<file path="config.mk">
export PLATFORM = sky130hd
export DESIGN_NAME = multi_channel_blink_timer
export DESIGN_NICKNAME = d
export VERILOG_FILES = /design/src/mcbt_pkg.sv /design/src/mcbt_regs.sv /design/src/mcbt_mod_lane.sv /design/src/multi_channel_blink_timer.sv
export SDC_FILE = /design/constraint.sdc
export NUM_CORES = 1
export LEC_CHECK = 0
export CAP_MARGIN = 20
export CORE_MARGIN = 3
export CORE_UTILIZATION = 53
export DETAILED_ROUTE_END_ITERATION = 8
export DONT_BUFFER_PORTS = 1
export PLACE_DENSITY = 0.68
export SYNTH_ARGS = -nofsm -noshare
export SYNTH_HDL_FRONTEND = slang
export SYNTH_SLANG_ARGS = --single-unit
export TNS_END_PERCENT = 100
</file>
<file path="constraint.sdc">
create_clock -name clk_i -period 3.6 [get_ports clk_i]
set_input_delay 0.54 -clock clk_i [delete_from_list [all_inputs] [get_ports clk_i]]
set_output_delay 0.54 -clock clk_i [all_outputs]
set_load 0.01 [all_outputs]
</file>
<file path="src/mcbt_pkg.sv">
// Shared types and constants for the multi-channel blink timer.
// No dependencies; used by every module in src.
package mcbt_pkg;

  localparam int unsigned DIGITS     = 4;
  localparam int unsigned REG_COUNT  = 4;
  localparam int unsigned PERIOD_W   = 16;
  localparam int unsigned CNT_W      = 20;
  localparam int unsigned BIT_CNT_W  = $clog2(CNT_W);
  localparam int unsigned ADDR_W     = $clog2(REG_COUNT) + 2;
  localparam int unsigned DATA_W     = 32;

  localparam logic [CNT_W-1:0]     COUNT_LAST = CNT_W'(1000000 - 1);
  localparam logic [PERIOD_W-1:0]  SCAN_DIV   = PERIOD_W'(5);
  localparam logic [BIT_CNT_W-1:0] BIT_LAST   = BIT_CNT_W'(CNT_W - 1);

  typedef logic [REG_COUNT-1:0][PERIOD_W-1:0] period_arr_t;

  typedef struct packed {
    logic clr;
    logic step;
  } lane_ctrl_t;

  typedef enum logic [1:0] {
    ST_IDLE,
    ST_CALC,
    ST_FINISH
  } state_e;

endpackage

</file>
<file path="src/mcbt_regs.sv">
// APB-style register file holding the per-digit blink half periods.
// Depends on mcbt_pkg.
module mcbt_regs (
  input  logic                          clk_i,
  input  logic                          rst_ni,
  input  logic                          psel,
  input  logic                          penable,
  input  logic                          pwrite,
  input  logic [mcbt_pkg::ADDR_W-1:0]   paddr,
  input  logic [mcbt_pkg::DATA_W-1:0]   pwdata,
  output logic [mcbt_pkg::DATA_W-1:0]   prdata,
  output logic                          pready,
  output mcbt_pkg::period_arr_t         periods_o
);

  localparam int unsigned IDX_W = $clog2(mcbt_pkg::REG_COUNT);

  mcbt_pkg::period_arr_t periods_q;
  logic [IDX_W-1:0]      idx;

  assign idx    = paddr[mcbt_pkg::ADDR_W-1:2];
  assign pready = 1'b1;
  assign prdata = mcbt_pkg::DATA_W'(periods_q[idx]);
  assign periods_o = periods_q;

  always_ff @(posedge clk_i or negedge rst_ni) begin
    if (!rst_ni) begin
      periods_q <= '0;
    end else if (psel && penable && pwrite && pready) begin
      periods_q[idx] <= pwdata[mcbt_pkg::PERIOD_W-1:0];
    end
  end

endmodule

</file>
<file path="src/mcbt_mod_lane.sv">
// Bit-serial remainder lane: takes the dividend MSB first, one bit a cycle while step is set.
// Depends on mcbt_pkg.
module mcbt_mod_lane (
  input  logic                            clk_i,
  input  logic                            rst_ni,
  input  mcbt_pkg::lane_ctrl_t            ctrl_i,
  input  logic                            bit_i,
  input  logic [mcbt_pkg::PERIOD_W-1:0]   div_i,
  output logic                            zero_o
);

  logic [mcbt_pkg::PERIOD_W-1:0] rem_q, rem_d;
  logic [mcbt_pkg::PERIOD_W:0]   shifted;
  logic [mcbt_pkg::PERIOD_W:0]   diff;

  always_comb begin
    shifted = {rem_q, bit_i};
    diff    = shifted - {1'b0, div_i};
    rem_d   = rem_q;
    if (ctrl_i.clr) begin
      rem_d = '0;
    end else if (ctrl_i.step) begin
      // restoring step: subtract when the partial remainder reaches the divisor
      if (shifted >= {1'b0, div_i}) begin
        rem_d = diff[mcbt_pkg::PERIOD_W-1:0];
      end else begin
        rem_d = shifted[mcbt_pkg::PERIOD_W-1:0];
      end
    end
  end

  always_ff @(posedge clk_i or negedge rst_ni) begin
    if (!rst_ni) begin
      rem_q <= '0;
    end else begin
      rem_q <= rem_d;
    end
  end

  assign zero_o = (rem_q == '0);

endmodule

</file>
<file path="src/multi_channel_blink_timer.sv">
// Multi-channel blink timer: tick counter, scan strobe and per-digit blink flags.
// A request with tick runs 20 bit-serial remainder steps in ST_CALC, then the
// update in ST_FINISH registers its result; a request without tick skips ST_CALC.
// The input stalls until the request is done; in ST_CALC the 20-bit count shifts
// one bit a cycle through the remainder lanes; ST_FINISH holds for a free output.
// Reset: count clears to 0, flags go to all ones, half periods clear to 0.
module multi_channel_blink_timer (
  input  logic                          clk_i,
  input  logic                          rst_ni,
  input  logic                          in_valid_i,
  output logic                          in_stall_o,
  input  logic                          tick_i,
  output logic                          out_valid_o,
  input  logic                          out_stall_i,
  output logic                          scan_strobe_o,
  output logic [3:0]                    blink_flags_o,
  input  logic                          psel,
  input  logic                          penable,
  input  logic                          pwrite,
  input  logic [mcbt_pkg::ADDR_W-1:0]   paddr,
  input  logic [mcbt_pkg::DATA_W-1:0]   pwdata,
  output logic [mcbt_pkg::DATA_W-1:0]   prdata,
  output logic                          pready
);

  mcbt_pkg::state_e              state_q, state_d;
  mcbt_pkg::period_arr_t         periods;
  mcbt_pkg::lane_ctrl_t          lane_ctrl;
  logic [mcbt_pkg::CNT_W-1:0]    cnt_q, cnt_d;
  logic [mcbt_pkg::CNT_W-1:0]    cnt_sh_q, cnt_sh_d;
  logic [mcbt_pkg::BIT_CNT_W-1:0] bit_cnt_q, bit_cnt_d;
  logic [mcbt_pkg::REG_COUNT-1:0] flags_q, flags_d;
  logic                          tick_q, tick_d;
  logic                          out_valid_q, out_valid_d;
  logic                          out_strobe_q, out_strobe_d;
  logic [mcbt_pkg::REG_COUNT-1:0] out_flags_q, out_flags_d;
  logic [mcbt_pkg::DIGITS-1:0]   digit_zero;
  logic                          scan_zero;
  logic                          accept;
  logic                          finish;

  mcbt_regs u_regs (
    .clk_i    (clk_i),
    .rst_ni   (rst_ni),
    .psel     (psel),
    .penable  (penable),
    .pwrite   (pwrite),
    .paddr    (paddr),
    .pwdata   (pwdata),
    .prdata   (prdata),
    .pready   (pready),
    .periods_o(periods)
  );

  mcbt_mod_lane u_scan_lane (
    .clk_i (clk_i),
    .rst_ni(rst_ni),
    .ctrl_i(lane_ctrl),
    .bit_i (cnt_sh_q[mcbt_pkg::CNT_W-1]),
    .div_i (mcbt_pkg::SCAN_DIV),
    .zero_o(scan_zero)
  );

  for (genvar g = 0; g < mcbt_pkg::DIGITS; g++) begin : g_lane
    mcbt_mod_lane u_lane (
      .clk_i (clk_i),
      .rst_ni(rst_ni),
      .ctrl_i(lane_ctrl),
      .bit_i (cnt_sh_q[mcbt_pkg::CNT_W-1]),
      .div_i (periods[g]),
      .zero_o(digit_zero[g])
    );
  end

  assign in_stall_o = (state_q != mcbt_pkg::ST_IDLE);
  assign accept     = in_valid_i && !in_stall_o;

  always_comb begin
    state_d      = state_q;
    cnt_d        = cnt_q;
    cnt_sh_d     = cnt_sh_q;
    bit_cnt_d    = bit_cnt_q;
    flags_d      = flags_q;
    tick_d       = tick_q;
    out_strobe_d = out_strobe_q;
    out_flags_d  = out_flags_q;
    out_valid_d  = out_valid_q && out_stall_i;
    lane_ctrl    = '0;
    finish       = 1'b0;

    unique case (state_q)
      mcbt_pkg::ST_IDLE: begin
        if (accept) begin
          tick_d        = tick_i;
          cnt_sh_d      = cnt_q;
          bit_cnt_d     = '0;
          lane_ctrl.clr = 1'b1;
          state_d       = tick_i ? mcbt_pkg::ST_CALC : mcbt_pkg::ST_FINISH;
        end
      end
      mcbt_pkg::ST_CALC: begin
        // shift one count bit into every lane
        lane_ctrl.step = 1'b1;
        cnt_sh_d       = {cnt_sh_q[mcbt_pkg::CNT_W-2:0], 1'b0};
        bit_cnt_d      = bit_cnt_q + 1'b1;
        if (bit_cnt_q == mcbt_pkg::BIT_LAST) begin
          state_d = mcbt_pkg::ST_FINISH;
        end
      end
      mcbt_pkg::ST_FINISH: begin
        // hold until the output register is free
        if (!out_valid_q || !out_stall_i) begin
          finish       = 1'b1;
          out_strobe_d = tick_q && scan_zero;
          if (tick_q) begin
            for (int i = 0; i < int'(mcbt_pkg::DIGITS); i++) begin
              if (periods[i] != '0 && digit_zero[i]) begin
                flags_d[i] = ~flags_q[i];
              end
            end
            cnt_d = (cnt_q >= mcbt_pkg::COUNT_LAST) ? '0 : cnt_q + 1'b1;
          end
          out_flags_d = flags_d;
          out_valid_d = 1'b1;
          state_d     = mcbt_pkg::ST_IDLE;
        end
      end
      default: state_d = mcbt_pkg::ST_IDLE;
    endcase
  end

  always_ff @(posedge clk_i or negedge rst_ni) begin
    if (!rst_ni) begin
      state_q     <= mcbt_pkg::ST_IDLE;
      cnt_q       <= '0;
      flags_q     <= '1;
      bit_cnt_q   <= '0;
      out_valid_q <= 1'b0;
    end else begin
      state_q     <= state_d;
      cnt_q       <= cnt_d;
      flags_q     <= flags_d;
      bit_cnt_q   <= bit_cnt_d;
      out_valid_q <= out_valid_d;
    end
  end

  always_ff @(posedge clk_i) begin
    cnt_sh_q     <= cnt_sh_d;
    tick_q       <= tick_d;
    out_strobe_q <= out_strobe_d;
    out_flags_q  <= out_flags_d;
  end

  assign out_valid_o   = out_valid_q;
  assign scan_strobe_o = out_strobe_q;
  assign blink_flags_o = out_flags_q[3:0];

  a_count_range: assert property (@(posedge clk_i) disable iff (!rst_ni)
    cnt_q <= mcbt_pkg::COUNT_LAST)
    else $error("tick count out of range");

  a_count_moves_on_finish: assert property (@(posedge clk_i) disable iff (!rst_ni)
    (cnt_q != $past(cnt_q)) |-> $past(finish))
    else $error("tick count changed outside the update cycle");

  a_result_from_finish: assert property (@(posedge clk_i) disable iff (!rst_ni)
    $rose(out_valid_q) |-> $past(state_q == mcbt_pkg::ST_FINISH))
    else $error("result raised without an update cycle");

  a_calc_needs_tick: assert property (@(posedge clk_i) disable iff (!rst_ni)
    (state_q == mcbt_pkg::ST_CALC) |-> tick_q)
    else $error("remainder pass started for a request without tick");

endmodule

</file>
**After elaboration in Yosys (flattened, before gate mapping)**

Cells that the tools add are included.

- Flip-flop bits (word level): 202
- Logic and storage cells: 115
- Output and inout port bits: 40
- Bits of input ports: 44

- $lt $le $gt $ge: 8
- Add/sub/neg operators: 7
- Multiplexer cells: 40
- Bitwise operators: 4
- Reductions and logical operators: 32
- Equal/unequal tests: 6

Operator list:

| kind | count |
|---|---|
| $mux 16 | 17 |
| $logic_not 16->1 | 5 |
| $ge 17x16->1 | 4 |
| $bwmux 64 | 1 |
| $reduce_bool 16->1 | 4 |
| $sub 16x16->16 | 4 |
| $mux 20 | 2 |
| $pmux 20 s2 | 1 |
| $bmux 16 s2 | 1 |
| $demux 16 s2 | 1 |
| $add 20x1->20 const B | 1 |
| $ge 20x20->1 const B | 1 |
| $ge 17x3->1 const B | 1 |
| $sub 16x3->16 const B | 1 |
| $logic_and 1x1->1 | 10 |
| $pmux 5 s2 | 1 |
| $mux 1 | 9 |
| $mux 2 | 4 |
| $ne 2x2->1 const B | 3 |
| $pmux 2 s3 | 1 |
| $reduce_and 2->1 | 3 |
| $reduce_and 3->1 | 2 |
| $reduce_bool 2->1 | 3 |
| $add 5x1->5 const B | 1 |
| 11 further kinds | 16 |

**Longest topological paths before layout**

- Depth after elaboration: 6
- Gate-level depth with buffers: 12

**By module**

A second synthesis with hierarchy kept.

- Cell total of the unflattened synthesis: 1,621
- Area, all modules: 14,929.3 µm²

Modules (own cells, without submodules):

| module | sequential area each (µm²) | instances | cells an instance | area each (µm²) |
|---|---|---|---|---|
| mcbt_mod_lane (g_lane[0].u_lane ...) | 400.4 | 4 | 232 | 1,836.8 |
| mcbt_regs | 1,601.5 | 1 | 177 | 2,995.4 |
| multi_channel_blink_timer | 1,586.5 | 1 | 303 | 2,877.8 |
| mcbt_mod_lane (g_lane[2].u_lane) | 400.4 | 1 | 213 | 1,709.1 |

**Worst setup path before layout**

Ideal clock, no wire load.

- Path kind: register to register
- Start: reg cnt_sh_q[19] (netlist bit)
- End: reg g_lane[1].u_lane.rem_q[12] (netlist bit)
- Data required time: 3.512 ns
- Setup slack: 0.991 ns
- Library setup time: 0.088 ns
- Cell stages (with the launch flop): 11
- Arrival time: 2.521 ns
- Path buffers: 0
- Path through: edfxtp_1 -> inv_1 -> ha_1 -> fa_1 -> nand2b_1 -> a21oi_1 -> o41ai_1 -> or4b_2 -> nand4_1 -> mux2i_1 -> o22ai_1

- Longest elaborated chain between the ends: 4
- Elaborated cells on any way between the ends: 5
- Those cells by class: 1 x add/sub; 1 x order compare; 3 x mux

RTL lines:

| element | line | source |
|---|---|---|
| from (decl) | multi_channel_blink_timer.sv:30 | `logic [mcbt_pkg::CNT_W-1:0] cnt_sh_q, cnt_sh_d;` |
| from (signal assigned) | multi_channel_blink_timer.sv:149 | `cnt_sh_q <= cnt_sh_d;` |
| $sub 16x16->16 / $ge 17x16->1 (equally long branches) | mcbt_mod_lane.sv:18, mcbt_mod_lane.sv:24 |  |
| $mux 16 (*) | mcbt_mod_lane.sv:24 | `if (shifted >= {1'b0, div_i}) begin` |
| $mux 16 (*) | mcbt_mod_lane.sv:22 | `end else if (ctrl_i.step) begin` |
| $mux 16 (*) | mcbt_mod_lane.sv:20 | `if (ctrl_i.clr) begin` |
| to (signal assigned) | mcbt_mod_lane.sv:36 | `rem_q <= rem_d;` |
| to (decl) | mcbt_mod_lane.sv:12 | `logic [mcbt_pkg::PERIOD_W-1:0] rem_q, rem_d;` |

Every way passes the cells marked *; elsewhere a longest branch is shown, timed or not. The select of a mux whose other input is x is not followed.
A chain may end at the register's enable or synchronous reset.

**Final worst setup path**

- Start: reg u_regs.periods_q, in the netlist u_regs.periods_o[19]
- End: reg g_lane[1].u_lane.rem_q[13] (netlist bit)

- Longest elaborated chain between the ends: 4
- Elaborated cells on any way between the ends: 5
- Those cells by class: 1 x add/sub; 1 x order compare; 3 x mux

RTL lines:

| element | line | source |
|---|---|---|
| from (decl) | mcbt_regs.sv:18 | `mcbt_pkg::period_arr_t periods_q;` |
| from (signal, indexed assignment) | mcbt_regs.sv:30 | `periods_q[idx] <= pwdata[mcbt_pkg::PERIOD_W-1:0];` |
| $sub 16x16->16 / $ge 17x16->1 (equally long branches) | mcbt_mod_lane.sv:18, mcbt_mod_lane.sv:24 |  |
| $mux 16 (*) | mcbt_mod_lane.sv:24 |  |
| $mux 16 (*) | mcbt_mod_lane.sv:22 |  |
| $mux 16 (*) | mcbt_mod_lane.sv:20 |  |

Marked as above.

==> metrics.csv <==
stage,metric,value,unit
clocking,"Reg clk slew, reported paths",0.06,ns
floorplanning,core area,0.0238,mm2
synth,Yosys cell types,79,
timing,final setup fails,0,
drt,DR vias/cell,6.08,
critical_path,critical path startpoint category,register,
timing,Setup TNS Final,0,ns
status,status,"complete, but fails checks",
timing,final hold vios,174,
synth,dominant synthesized flop cell,dfrtp_1,
place,RePlAce Congestion,0.923,
critical_path,crit path DAT,3.58,ns
global_routing,met3 usage,3.66,%
global_routing,M2 GR Usage,41.8,%
timing,fmax,0.318,GHz
worst_hold_path,Hold WC Path Type,input pin to async pin,
global_routing,first-pass GRT wire length,54.1,mm
floorplanning,initial core utilization,54.7,%
global_routing,vias in the first global route,10000,
global_routing,GRT met1 Usage,35.6,%
timing,fin crit period,3.15,ns
power_and_ir_drop,total power,12.4,mW
critical_path,kind of critical path,register to register,
timing,unrepaired setup endpoints after global routing,no,
drt,Routed WL per cell,19.5,um
synth,Syn Area/Cell,9.24,um2
synth,Post-Synthesis Cell Area,0.0130,mm2
flow_run,Max Cap Violations,0,
global_routing,initial antenna violation count,0,
finish,Layout fillers,2074,
clocking,root buffer cell,clkbuf_16,
clocking,CTS Buf Count,24,
clocking,clk buf depth,3,
critical_path,"slowest stage delay, CP",0.90,ns
clocking,worst skew pair latency,0.52,ns
global_routing,GRT Resource Usage Total,25.3,%
finish,"Net count, final",1511,
floorplanning,die area,0.0265,mm2
synth,total number of yosys warnings,0,
status,violated checks,negative hold slack,
synth,most common cell in the synthesized netlist,nand2_1,
clocking,post_cts resized,0,
timing,Setup WS post-layout,0.453,ns
drt,ANT nets after route,0,
drt,Iteration-0 DRC Markers,800,
critical_path,Worst EP required,4.03,ns
finish,antenna cell count,0,
clocking,Setup Buffers After CTS,0,
finish,growth of design area from synthesis to finish,7.73,%
global_routing,Overflow after GRT,0,
power_and_ir_drop,worst vdd ir,0.894,mV
synth,register bit total from synthesis,202,
clocking,CTS sink cnt,202,
finish,multi-input logic area,0.00725,mm2
timing,Tcrit/Tclk final,87.4,%
critical_path,critical path peak fanout,18,
global_routing,busiest grt layer,met2,
clocking,CTS tree,done,
critical_path,Buffers & Inverters on Critical Path,1,
global_routing,largest net degree at the start of global routing,177,
finish,layout cells sized above 1,9.21,%
timing,Tightest Pin Transition,1.13,ns
critical_path,Slowest cell on crit path,o21ai_2,
synth,register area share after synthesis,39.9,%
synth,Post-synth top cells,"nand2_1 (207), dfrtp_1 (172), o21ai_0 (115)",
place,DP HPWL,24.1,mm
timing,WHS,-0.281,ns
floorplanning,row cnt,56,
floorplanning,I/O pins,84,
drt,Residual DRC,0,
critical_path,cell family with the largest share of critical-path delay,compound AO/OA/AOI/OAI gates,
finish,sequential cell area,0.00519,mm2
floorplanning,Die Y,163,um
clocking,# H-tree levels,1,
place,# port buffers,0,
power_and_ir_drop,Leakage,6.26,nW
critical_path,CP cell instances,"inv_1, ha_1, nand3_1, o21bai_1, a211oi_1, nor4_1, o21ai_2, o311ai_0, o21ai_0",
synth,Post-synth EDFFs,26,
synth,Synth async-reset ratio,87.1,%
power_and_ir_drop,PwrDens,884,mW/mm2
timing,Worst slew margin,24.5,%
timing,max-slew violations,0,
synth,share of the synthesized area in the top cell type,33.1,%
synth,Synth Instances,1409,
critical_path,CP Capture Type,register,
timing,Setup Skew,0.0118,ns
synth,Synth area leader,dfrtp_1,
floorplanning,Die X,163,um
synth,largest cells by area after synthesis,"dfrtp_1 (33%), ha_1 (6.5%), edfxtp_1 (6.0%)",
drt,Final Routed Wirelength,33.8,mm
drt,via count,10500,
drt,drt first pass iters,6,
place,pre-CTS setup slack,0.481,ns
registers in the layout, summed over array words and instances, names as in the netlist:
| name | cells |
|---|---|
| bit_cnt_q | 5 |
| blink_flags_o | 4 |
| cnt_q | 20 |
| cnt_sh_q | 20 |
| flags_q | 4 |
| g_lane.u_lane.rem_q | 64 |
| out_valid_o | 1 |
| scan_strobe_o | 1 |
| state_q | 2 |
| tick_q | 1 |
| u_regs.periods_o | 64 |
| u_scan_lane.rem_q | 16 |
report_power, final:
| part | internal [mW] | switching [mW] |
|---|---|---|
| logic | 2.66 | 3.65 |
| clock network | 1.36 | 0.957 |
| registers | 3.07 | 0.709 |
worst register-to-register path: cells and delay by family, from the launching register on:
family	cells	cell delay (ns)
AOI/OAI and AO/OA	5	2.00
adders and majority gates	1	0.36
buffers and inverters	1	0.06
DFF	1	0.40
and+or+nand+nor	2	0.24
final timing paths:
check | cells after the start | slack [ns] | to | from
max in group asynchronous | 0 | 3.53 | flags_q[2] | rst_ni
max | 9 | 0.45 | g_lane[1].u_lane.rem_q[13] | u_regs.periods_o[19]
min reg2reg | 2 | 0.49 | u_scan_lane.rem_q[15] | u_scan_lane.rem_q[15]
max reg2reg | 9 | 0.45 | g_lane[1].u_lane.rem_q[13] | u_regs.periods_o[19]
min in group clk_i | 0 | 0.12 | tick_q | tick_i
min | 0 | -0.28 | g_lane[3].u_lane.rem_q[3] | rst_ni
kinds of logic after synthesis:
kind of cell             synth area share, %
flip-flops                              39.9
other                                 0.0577
AO/OA/AOI/OAI                           15.9
buffers and inverters                   5.18
multiplexers                            8.71
adder cells (fa/ha/maj)                 7.15
XOR/XNOR                                5.04
AND/OR/NAND/NOR                         18.1
layout by cell type, fill, tap and decap left out, types with 8 or more instances in the layout:
cell type	n
o21a_1	22
ha_1	68
nand3_1	44
o311ai_0	8
o31a_1	10
conb_1	17
a211oi_1	9
mux2_2	38
a21oi_1	53
mux4_2	16
a31oi_1	13
nand2b_1	11
nand2_1	207
clkbuf_1	9
nor2_1	76
nor3_1	27
buf_4	16
dfrtp_1	172
clkbuf_16	26
nor4_1	34
mux2i_1	32
xor2_1	34
nand4_1	17
edfxtp_1	26
xnor2_1	41
a32oi_1	8
nor2b_1	13
a21o_1	13
inv_1	85
and3_1	18
o21ai_0	115
routing by layer:
metal	routed length, um	share of wire (%)
met1	15300	45
met2	15900	47
met3	1800	5.3
met4	743	2.2
met5	0	0
metrics by stage:
| step | cells | hold slack, ns | utilization, % | area, um2 |
|---|---|---|---|---|
| 2_1_floorplan | 1424 | 0.244 | - | 13100 |
| 3_3_place_gp | 1688 | 0.254 | 55.7 | 13300 |
| 3_5_place_dp | 1688 | 0.254 | 55.7 | 13300 |
| 6_report | 1731 | -0.281 | 58.9 | 14000 |
| 4_1_cts | 1731 | -0.294 | 58.9 | 14000 |
| 5_1_grt | 1731 | -0.300 | 58.9 | 14000 |
layout make-up:
cell class / instances / area share, %
multi-input cells: 1066 / 51.7
flip-flops and latches: 202 / 37.0
clock buffers: 37 / 5.07
well taps: 319 / 2.85
inverters: 85 / 2.27
repair buffers: 16 / 0.856
clock inverters: 6 / 0.276
(Power assumes the default switching activity.)
